File: config.mk
export PLATFORM = sky130hd
export DESIGN_NAME = axle_counter_section_monitor
export DESIGN_NICKNAME = d
export VERILOG_FILES = /design/src/sv/acsm_pkg.sv /design/src/sv/axle_counter_section_monitor.sv /design/src/sv/acsm_eval.sv
export SDC_FILE = /design/constraint.sdc
export NUM_CORES = 1
export LEC_CHECK = 0
export BUFFER_PORTS_ARGS = -buffer_cell sky130_fd_sc_hd__buf_2
export CAP_MARGIN = 20
export CORE_ASPECT_RATIO = 1.25
export CORE_MARGIN = 3
export CORE_UTILIZATION = 50
export DETAILED_ROUTE_END_ITERATION = 10
export GPL_TIMING_DRIVEN = 1
export PLACE_DENSITY = 0.71
export SLEW_MARGIN = 5
export SYNTH_ARGS = -nofsm -noshare
export SYNTH_HDL_FRONTEND = slang
export SYNTH_SLANG_ARGS = --single-unit
export TNS_END_PERCENT = 1
File: constraint.sdc
create_clock -name clk -period 4.4 [get_ports clk]
set_clock_uncertainty 0.05 [all_clocks]
set_input_delay 0.44 -clock clk [delete_from_list [all_inputs] [get_ports clk]]
set_output_delay 0.44 -clock clk [all_outputs]
set_load 0.005 [all_outputs]
File: src/sv/acsm_pkg.sv
`timescale 1ns / 1ps
// ----------------------------------------------------------------------------
// acsm_pkg
// Shared types and constants for the axle counter section monitor.
// ----------------------------------------------------------------------------
package acsm_pkg;

  localparam int unsigned CountW = 16;
  localparam int unsigned TickW  = 16;

  localparam logic [TickW-1:0] PreTicksDefault   = 16'd3000;
  localparam logic [TickW-1:0] ResetTicksDefault = 16'd10000;

  typedef enum logic [2:0] {
    MODE_OCC_START  = 3'd0,
    MODE_RESET_PRE  = 3'd1,
    MODE_RESET      = 3'd2,
    MODE_RESET_POST = 3'd3,
    MODE_FREE       = 3'd4,
    MODE_OCCUPIED   = 3'd5
  } mode_t;

  typedef enum logic [1:0] {
    KIND_AXLE  = 2'd0,
    KIND_RESET = 2'd1,
    KIND_POWER = 2'd2,
    KIND_TICK  = 2'd3
  } kind_t;

  typedef enum logic [1:0] {
    REG_INVERT_A   = 2'd0,
    REG_INVERT_B   = 2'd1,
    REG_PRE_TICKS  = 2'd2,
    REG_RESET_TICKS = 2'd3
  } reg_index_t;

  typedef struct packed {
    logic [1:0]               kind;
    logic                     sensor_select;
    logic signed [CountW-1:0] axle_delta;
    logic                     level;
  } item_t;

  typedef struct packed {
    logic [2:0]               section_state;
    logic signed [CountW-1:0] axle_total;
    logic                     changed;
  } result_t;

  typedef struct packed {
    logic             invert_sensor_a;
    logic             invert_sensor_b;
    logic [TickW-1:0] pre_reset_ticks;
    logic [TickW-1:0] reset_ticks;
  } cfg_t;

  typedef struct packed {
    mode_t                    mode;
    logic signed [CountW-1:0] count;
    logic [TickW-1:0]         countdown;
    logic                     powered;
  } sect_state_t;

endpackage

File: src/sv/axle_counter_section_monitor.sv
`timescale 1ns / 1ps
// ----------------------------------------------------------------------------
// axle_counter_section_monitor
// Track-section axle counter evaluator with timed reset sequence.
// ----------------------------------------------------------------------------
// Usage:
//   Events (axle deltas, reset line, power level, 1 ms ticks) enter on the
//   in_* channel; each produces exactly one result on out_* carrying the
//   section state, the saturated axle total and a changed flag.
//   An event is registered on transfer and evaluated against the section
//   state while it sits in the input register; the result register loads
//   it when out_stall does not hold the result register, and out_* then
//   offers it. One event per cycle is sustained while out_stall stays low; the
//   state update is a single add, clamp and mode select per cycle.
//   When out_stall holds the result register, the input register keeps one
//   more event and in_stall rises only once both are full.
//   Configuration writes go through cfg_valid/cfg_ready (always ready) and
//   should be made while no events are in flight.
//   Synchronous reset empties both registers, restores the default
//   configuration and puts the section into occupied-at-start, count zero,
//   unpowered.
// ----------------------------------------------------------------------------
module axle_counter_section_monitor (
  input  logic             clk,
  input  logic             rst,
  input  logic             in_valid,
  output logic             in_stall,
  input  acsm_pkg::item_t  in_data,
  output logic             out_valid,
  input  logic             out_stall,
  output acsm_pkg::result_t out_data,
  input  logic             cfg_valid,
  output logic             cfg_ready,
  input  logic [1:0]       cfg_index,
  input  logic [15:0]      cfg_data
);
  import acsm_pkg::*;

  cfg_t        cfg;
  sect_state_t st;
  sect_state_t st_next;
  item_t       item_q;
  logic        item_valid;
  logic        advance;
  logic        fire;
  logic        changed_next;

  assign advance   = !out_valid || !out_stall;
  assign fire      = item_valid && advance;
  assign in_stall  = item_valid && !advance;
  assign cfg_ready = 1'b1;

  acsm_eval u_eval (
    .cur     (st),
    .cfg     (cfg),
    .item    (item_q),
    .nxt     (st_next),
    .changed (changed_next)
  );

  always_ff @(posedge clk) begin
    if (rst) begin
      cfg.invert_sensor_a <= 1'b0;
      cfg.invert_sensor_b <= 1'b1;
      cfg.pre_reset_ticks <= PreTicksDefault;
      cfg.reset_ticks     <= ResetTicksDefault;
    end else if (cfg_valid && cfg_ready) begin
      unique case (reg_index_t'(cfg_index))
        REG_INVERT_A:    cfg.invert_sensor_a <= cfg_data[0];
        REG_INVERT_B:    cfg.invert_sensor_b <= cfg_data[0];
        REG_PRE_TICKS:   cfg.pre_reset_ticks <= cfg_data;
        REG_RESET_TICKS: cfg.reset_ticks     <= cfg_data;
        default: ;
      endcase
    end
  end

  // Input register: refill whenever its contents move on or it is empty.
  always_ff @(posedge clk) begin
    if (rst) begin
      item_valid <= 1'b0;
    end else if (!in_stall) begin
      item_valid <= in_valid;
    end
  end

  always_ff @(posedge clk) begin
    if (in_valid && !in_stall) begin
      item_q <= in_data;
    end
  end

  always_ff @(posedge clk) begin
    if (rst) begin
      st.mode      <= MODE_OCC_START;
      st.count     <= '0;
      st.countdown <= '0;
      st.powered   <= 1'b0;
    end else if (fire) begin
      st <= st_next;
    end
  end

  // Result register.
  always_ff @(posedge clk) begin
    if (rst) begin
      out_valid <= 1'b0;
    end else if (advance) begin
      out_valid <= item_valid;
    end
  end

  always_ff @(posedge clk) begin
    if (fire) begin
      out_data.section_state <= st_next.mode;
      out_data.axle_total    <= st_next.count;
      out_data.changed       <= changed_next;
    end
  end

endmodule

File: src/sv/acsm_eval.sv
`timescale 1ns / 1ps
// ----------------------------------------------------------------------------
// acsm_eval
// Next-state logic: applies one event to the section state and reports
// whether the visible state or count moved.
// ----------------------------------------------------------------------------
module acsm_eval (
  input  acsm_pkg::sect_state_t cur,
  input  acsm_pkg::cfg_t        cfg,
  input  acsm_pkg::item_t       item,
  output acsm_pkg::sect_state_t nxt,
  output logic                  changed
);
  import acsm_pkg::*;

  logic                     in_reset;
  logic                     inv;
  logic signed [CountW:0]   delta_ext;
  logic signed [CountW+1:0] sum;
  logic signed [CountW-1:0] sat;
  logic [TickW-1:0]         cd_dec;
  logic [TickW-1:0]         pre_load;
  logic [TickW-1:0]         rst_load;
  mode_t                    target;
  mode_t                    settled;

  assign in_reset = (cur.mode == MODE_RESET_PRE) || (cur.mode == MODE_RESET) ||
                    (cur.mode == MODE_RESET_POST);
  assign inv      = item.sensor_select ? cfg.invert_sensor_b : cfg.invert_sensor_a;

  // Widen before negating so the most negative delta flips cleanly.
  assign delta_ext = inv ? -{item.axle_delta[CountW-1], item.axle_delta}
                         :  {item.axle_delta[CountW-1], item.axle_delta};
  assign sum = {{2{cur.count[CountW-1]}}, cur.count} +
               {delta_ext[CountW], delta_ext};

  always_comb begin
    if (sum > 18'sd32767) begin
      sat = 16'sh7fff;
    end else if (sum < -18'sd32768) begin
      sat = 16'sh8000;
    end else begin
      sat = sum[CountW-1:0];
    end
  end

  assign settled  = (cur.count == '0) ? MODE_FREE : MODE_OCCUPIED;
  assign cd_dec   = cur.countdown - 1'b1;
  assign pre_load = (cfg.pre_reset_ticks == '0) ? TickW'(1) : cfg.pre_reset_ticks;
  assign rst_load = (cfg.reset_ticks == '0) ? TickW'(1) : cfg.reset_ticks;

  always_comb begin
    nxt    = cur;
    target = cur.mode;
    unique case (kind_t'(item.kind))
      KIND_AXLE: begin
        if (cur.mode != MODE_OCC_START && !in_reset && item.axle_delta != '0) begin
          nxt.count = sat;
          target    = (sat == '0) ? MODE_FREE : MODE_OCCUPIED;
        end
      end
      KIND_RESET: begin
        if (item.level && !in_reset) begin
          target = MODE_RESET_PRE;
        end else if (!item.level && in_reset) begin
          target = (cur.powered && cur.mode == MODE_RESET) ? settled : MODE_OCC_START;
        end
      end
      KIND_POWER: begin
        if (cur.powered != item.level) begin
          nxt.powered = item.level;
          if (!in_reset) begin
            target = MODE_OCC_START;
          end
        end
      end
      KIND_TICK: begin
        if ((cur.mode == MODE_RESET_PRE || cur.mode == MODE_RESET) &&
            cur.countdown != '0) begin
          nxt.countdown = cd_dec;
          if (cd_dec == '0) begin
            target = (cur.mode == MODE_RESET_PRE) ? MODE_RESET : MODE_RESET_POST;
          end
        end
      end
      default: ;
    endcase

    // Entering a mode clears the count where required and loads the timer.
    if (target != cur.mode) begin
      nxt.mode = target;
      if (target == MODE_OCC_START || target == MODE_RESET_PRE ||
          target == MODE_RESET || target == MODE_RESET_POST) begin
        nxt.count = '0;
      end
      if (target == MODE_RESET_PRE) begin
        nxt.countdown = pre_load;
      end else if (target == MODE_RESET) begin
        nxt.countdown = rst_load;
      end
    end
  end

  assign changed = (nxt.mode != cur.mode) || (nxt.count != cur.count);

endmodule

* Yosys cells after proc, flatten, opt, wreduce, memory -nomap -nowiden *
Cells that the tools add are included.

cells by class
  $add $sub $neg = 3
  multiply operators = 0
  div/mod/pow operators = 0
  magnitude comparators = 2
  equal/unequal tests = 16
  shifts and indexed selects = 0
  muxes and demuxes = 26
  bitwise operators = 0
  reductions and logical operators = 38

operator list
  operator                                                                 count
  16-bit two-way mux                                                       11
  16-bit logical NOT                                                       5
  35-bit two-way mux                                                       1
  16-bit nonzero test                                                      2
  3-bit two-way mux                                                        8
  16-bit by 17-bit adder with 18-bit output                                1
  18-bit by 16-bit > comparator with 1-bit output (second input constant)  1
  18-bit by 16-bit < comparator with 1-bit output (second input constant)  1
  17-bit two-way mux                                                       1
  17-bit negator                                                           1
  16-bit inequality test                                                   1
  16-bit by 1-bit subtractor with 16-bit output (second input constant)    1
  3-bit by 2-bit equality test with 1-bit output (second input constant)   4
  3-bit case mux with 4 select lines                                       1
  1-bit logical AND                                                        9
  2-bit equality test (second input constant)                              4
  2-bit AND reduction                                                      4
  1-bit logical OR                                                         7
  3-bit by 1-bit equality test with 1-bit output (second input constant)   2
  1-bit logical NOT                                                        6
  3-bit inequality test                                                    2
  2-bit by 1-bit equality test with 1-bit output (second input constant)   2
  2-bit logical NOT                                                        2
  1-bit two-way mux                                                        4
  other kinds (4)                                                          4

word-level totals
  flip-flop bits (word level) = 112
  latch bits = 0
  bits in writable memories = 0
  ROM bits = 0
  input bits = 43
  output and inout port bits = 23
  logic and storage cells = 102
  memories kept = 0

* Longest topological paths before layout *
  word-level depth = 18
  gate-level depth with buffers = 22
  mapped depth without buffers = 19

* By module *
A second synthesis with hierarchy kept.

unflattened totals
  cells, all modules = 897
  area, all modules = 8,237.9 µm²

by module, submodules not included
  module                        times used  cells each  area an instance (µm²)  seq. area each (µm²)
  axle_counter_section_monitor  1           349         4,365.4                 2,642.5
  acsm_eval                     1           548         3,872.5                 0.0

* Worst setup path before layout *
OpenSTA, ideal clock, no wires.

  path kind = reg2reg
  start point = register item_q[1] (netlist bit)
  end point = register out_data[0] (netlist bit) (data pin)
  setup time = 267 ps
  arrival time = 4,521 ps
  data required time = 4,083 ps
  slack = -439 ps
  stages on the path, launching flop included = 20
  buffers on the path = 1
  period minus slack after synthesis = 4,839 ps
  cells stage by stage = edfxtp_1 -> inv_1 -> ha_1 -> or3b_2 -> nor4_4 -> a21oi_1 -> xor2_1 -> ha_1 -> clkbuf_1 -> a21oi_1 -> o21bai_1 -> or2_2 -> o41ai_1 -> o21ai_0 -> a2111o_1 -> or2_1 -> a221oi_4 -> o2111ai_1 -> a2111oi_2 -> nand3_1

between the ends
  longest elaborated chain between the ends = 18
  elaborated cells on any way between the ends = 28
  those cells by class = 2 x add/sub; 2 x order compare; 6 x eq/ne; 10 x mux; 8 x reduce/logical

ends and longest elaborated chain
  item                                                                                        RTL line                            text
  from (decl)                                                                                 axle_counter_section_monitor.sv:42  item_t item_q;
  from (signal assigned)                                                                      axle_counter_section_monitor.sv:89  item_q <= in_data;
  17-bit negator                                                                              acsm_eval.sv:32                     assign delta_ext = inv ? -{item.axle_delta[CountW-1], item.axle_delta}
  17-bit two-way mux                                                                          acsm_eval.sv:32
  16-bit by 17-bit adder with 18-bit output                                                   acsm_eval.sv:34                     assign sum = {{2{cur.count[CountW-1]}}, cur.count} +
  18-bit by 16-bit < comparator with 1-bit output                                             acsm_eval.sv:40                     end else if (sum < -18'sd32768) begin
  16-bit two-way mux                                                                          acsm_eval.sv:40
  16-bit two-way mux                                                                          acsm_eval.sv:38                     if (sum > 18'sd32767) begin
  16-bit logical NOT                                                                          acsm_eval.sv:59                     target = (sat == '0) ? MODE_FREE : MODE_OCCUPIED;
  1-bit two-way mux                                                                           acsm_eval.sv:59
  [2 not listed]                                                                              --
  3-bit by 1-bit equality test with 1-bit output / 3-bit logical NOT (equally long branches)  acsm_eval.sv:92                     if (target == MODE_OCC_START || target == MODE_RESET_PRE ||
  1-bit logical OR (2 in series)                                                              acsm_eval.sv:92
  1-bit logical OR                                                                            acsm_eval.sv:93                     target == MODE_RESET || target == MODE_RESET_POST) begin
  16-bit two-way mux                                                                          acsm_eval.sv:92
  35-bit two-way mux (*)                                                                      acsm_eval.sv:90                     if (target != cur.mode) begin
  16-bit inequality test                                                                      acsm_eval.sv:104                    assign changed = (nxt.mode != cur.mode) || (nxt.count != cur.count);
  1-bit logical OR (*)                                                                        acsm_eval.sv:104
  net changed_next                                                                            axle_counter_section_monitor.sv:46  logic changed_next;
  to (decl)                                                                                   axle_counter_section_monitor.sv:31  output acsm_pkg::result_t out_data,

Mark *: on every way through the listed nets, which the timed path passes. The rest lies on a longest branch.
A chain may end at the register's enable or synchronous reset.

* Worst setup path in the final report *
  start point = register item_q[1] (netlist bit)
  end point = register st[9] (netlist bit)

between the ends
  longest elaborated chain between the ends = 14
  elaborated cells on any way between the ends = 19
  those cells by class = 2 x add/sub; 2 x order compare; 3 x eq/ne; 9 x mux; 3 x reduce/logical

ends and longest elaborated chain
  item                                             RTL line                             text
  17-bit negator                                   acsm_eval.sv:32
  17-bit two-way mux                               acsm_eval.sv:32
  16-bit by 17-bit adder with 18-bit output        acsm_eval.sv:34
  18-bit by 16-bit < comparator with 1-bit output  acsm_eval.sv:40
  16-bit two-way mux                               acsm_eval.sv:40
  16-bit two-way mux                               acsm_eval.sv:38
  16-bit logical NOT                               acsm_eval.sv:59
  1-bit two-way mux                                acsm_eval.sv:59
  3-bit two-way mux (*)                            acsm_eval.sv:57                      if (cur.mode != MODE_OCC_START && !in_reset && item.axle_delta != '0) begin
  3-bit case mux with 4 select lines (*)           acsm_eval.sv:55                      unique case (kind_t'(item.kind))
  3-bit by 2-bit equality test with 1-bit output   acsm_eval.sv:98                      end else if (target == MODE_RESET) begin
  16-bit two-way mux                               acsm_eval.sv:98
  16-bit two-way mux                               acsm_eval.sv:96                      if (target == MODE_RESET_PRE) begin
  35-bit two-way mux (*)                           acsm_eval.sv:90
  to (signal assigned)                             axle_counter_section_monitor.sv:100  st <= st_next;
  to (decl)                                        axle_counter_section_monitor.sv:40   sect_state_t st;

Every way passes the cells marked *; elsewhere a longest branch is shown, timed or not.

==> reports/metrics.cfg <==
[status]
outcome = finished with violations
violations = negative setup slack

[global_routing]
grt_antenna_before_repair = 0
grt_pass1_vias = 7301
grt_start_max_net_pins = 58
track_usage = 0.2679
grt_pass1_wl_um = 35240
grt_overflow = 0

[final_layout]
stdcell_count = 1252
diodes = 0
final_util = 0.6284
regArea_um2 = 2643
area_delta_synth_final_pct = 21.98
drive_gt1_frac = 0.2644
fin_nets = 1133
multi_input_area_um2 = 4546
fillers = 1287
final_cell_area_um2 = 9131

[die]
ios = 66
core_area_um2 = 14530
die_area_um2 = 16480
die_w_um = 115.4
start_util = 0.5152
core.rowCount = 49
die_y_um = 142.8

[sta]
fin_crit_ns = 4.892
rsz0062_at_grt = yes
setup_tns_ns = -9.725
layout_worst_path_cycle_share = 1.112
setup_viol = 49
fmaxAchievable_mhz = 204.4
maxSlewViolCount = 0
hold_viol_final = 0
maxSlewHeadroom = 0.3629
fin_ws_ns = -0.4921
tightest_slew_ns = 0.9514

[placed_design]
dpl-instance-area_um2 = 8690
portBuffers = 64
place_congestion = 0.9938
dp_hpwl_um = 16470
placed_cells = 1230

[yosys]
async_flop_share = 0
syn_area_um2 = 7486
synth_area_leaders = dfxtp_1, edfxtp_1, nand2_1, a21oi_1, nor2_1
synth_seq_cells = 112
synth_ff_type = dfxtp_1
synth_common_cells = nand2_1, a21oi_1, nor2_1, dfxtp_1, o21ai_0
synth_edf_count = 40
yosysWarnings = 0
seq_area_frac_synth = 0.3530
yosys.area.top_type = dfxtp_1
syn_inst = 917
synth_fp_nets = 981
syn_avg_cell_area_um2 = 8.164
synth.top_cell.area_share = 0.1925
synth_cell_type_count = 102
synthMostInstantiatedCell = nand2_1

[min_path]
hold_path.class = in -> reg
hp-start = in_data[16]

[cts]
htree_levels = 3
cts_buffer_depth = 2
cts-root-buf = clkbuf_16
cts_hold_buf = 0
cts_buffers = 9
cts_tree = built
cts.reportedPaths.clkPinSlew_ns = 0.07
cts_sinks = 112
clock_latency_ns = 0.36

[setup_path]
startpoint = item_q[1]$_DFFE_PP_
critPathMaxFanout = 8
critical_path_required_ns = 4.57
r2r_slack_ns = -0.49
regToRegStartpoint = item_q[1]$_DFFE_PP_
worstPathArrival_ns = 5.06
critical_path_class = reg -> reg
cp-end-kind = register
start_kind = register

[routing]
drt_iter0_markers = 459
viasPerCell = 5.951
drc_errors = 0
wl_per_cell_um = 17.29
vias = 7451
ant_nets = 0
firstDrtPassIters = 5
wirelength_um = 21650

[power]
powerDensity_nw_per_um2 = 285.7
leakage_nw = 3.632
p_total_mw = 2.609
vdd_drop_max_uv = 272.7

[flow_run]
max_cap_viol_count = 0

[worst paths after layout]
| path | to | cells after the start |
|---|---|---|
| setup reg to reg | st[9]$_SDFFE_PP0P_ | 22 |
| hold reg to reg | st[12]$_SDFFE_PP0P_ | 2 |
| setup / recovery | st[9]$_SDFFE_PP0P_ | 22 |
| hold / removal | item_q[16]$_DFFE_PP_ | 1 |
[cell type report]
| cell class | count | area share |
|---|---|---|
| inverters | 42 | 0.01781 |
| repair buffers | 191 | 0.1413 |
| multi-input cells | 713 | 0.4978 |
| well taps | 178 | 0.02439 |
| clock inverters | 4 | 0.003426 |
| clock buffers | 12 | 0.02590 |
| flip-flops and latches | 112 | 0.2894 |
[critical path, cell delays in order, from the launching register on]
cell and delay (ns):
edfxtp_1 0.41, buf_4 0.16, nor3_2 0.12, nand2_1 0.09, or2_2 0.31, nor4_4 0.16
nor2b_4 0.20, a21oi_1 0.08, xor2_1 0.15, ha_1 0.33, a21oi_1 0.17, o21ai_2 0.10
and2_1 0.19, o31ai_2 0.26, nand3_1 0.13, a2111o_1 0.48, or2_4 0.30, a221oi_4 0.32
buf_4 0.17, nor2_1 0.03, buf_4 0.19, a221oi_1 0.24, a21oi_1 0.10
[where the power goes]
part / total [mW] / internal, mW / switching, mW / leakage [nW]
registers: 1.15 / 1.11 / 0.0380 / 0.979
clock network: 0.764 / 0.388 / 0.376 / 0.127
logic: 0.694 / 0.313 / 0.381 / 2.53
[layout by cell type (no fill, tap or decap), drive strengths merged, types with 4 or more instances in the layout]
cell / count
nor4: 18
a221oi: 7
nand4: 6
nor2b: 7
mux2i: 8
a211oi: 13
or2: 8
a31oi: 14
nor4b: 4
ha: 20
a22oi: 8
o21a: 8
buf: 191
mux2: 4
edfxtp: 40
xnor2: 15
xor2: 17
nand2: 166
a2bb2oi: 4
nor2: 75
nor3: 19
or3: 10
a21o: 12
dfxtp: 72
o21ai: 50
o31ai: 7
a21oi: 96
o211ai: 7
nand2b: 5
clkbuf: 12
o2111ai: 6
inv: 42
o32ai: 5
nand3: 25
a32oi: 4
and2: 5
and3: 7
[registers in the layout, indices dropped and copies added (netlist names)]
signal	flops
item_q	20
out_data	20
out_valid	1
item_valid	1
st	36
cfg	34
[repair_timing]
item,CTS,global route
setup endpoints to repair,51,51
gates resized for setup,20,12
pin swaps,8,3
buffers inserted,3,2
gates cloned,0,0
[cells by family (layout without fill, tap and decap cells)]
group | Yosys count | in the layout | share of synthesized area
xor gates and xnor gates | 32 | 32 | 0.03744
other | 1 | 1 | 0.0005009
buffers and inverters | 92 | 249 | 0.06217
and+or+nand+nor | 367 | 367 | 0.2298
AOI/OAI and AO/OA | 280 | 280 | 0.2643
adders and majority gates | 21 | 21 | 0.03610
muxes | 12 | 12 | 0.01671
DFF | 112 | 112 | 0.3530
[per-layer routing]
layer	GRT usage	part of all wire	up-vias
met5	0	0	-
met4	0.1582	0.059	0
met3	0.03815	0.044	92
met2	0.4774	0.51	227
met1	0.2999	0.38	3482
li1	-	-	3650
[metrics by stage]
stage / hold slack, ns / setup slack (ns)
2_1_floorplan: 0.3864 / -0.2570
3_3_place_gp: 0.4116 / -0.4085
3_5_place_dp: 0.4111 / -0.5434
4_1_cts: 0.1962 / -0.5351
5_1_grt: 0.1937 / -0.7752
6_report: 0.2037 / -0.4921
(Power assumes the default switching activity.)
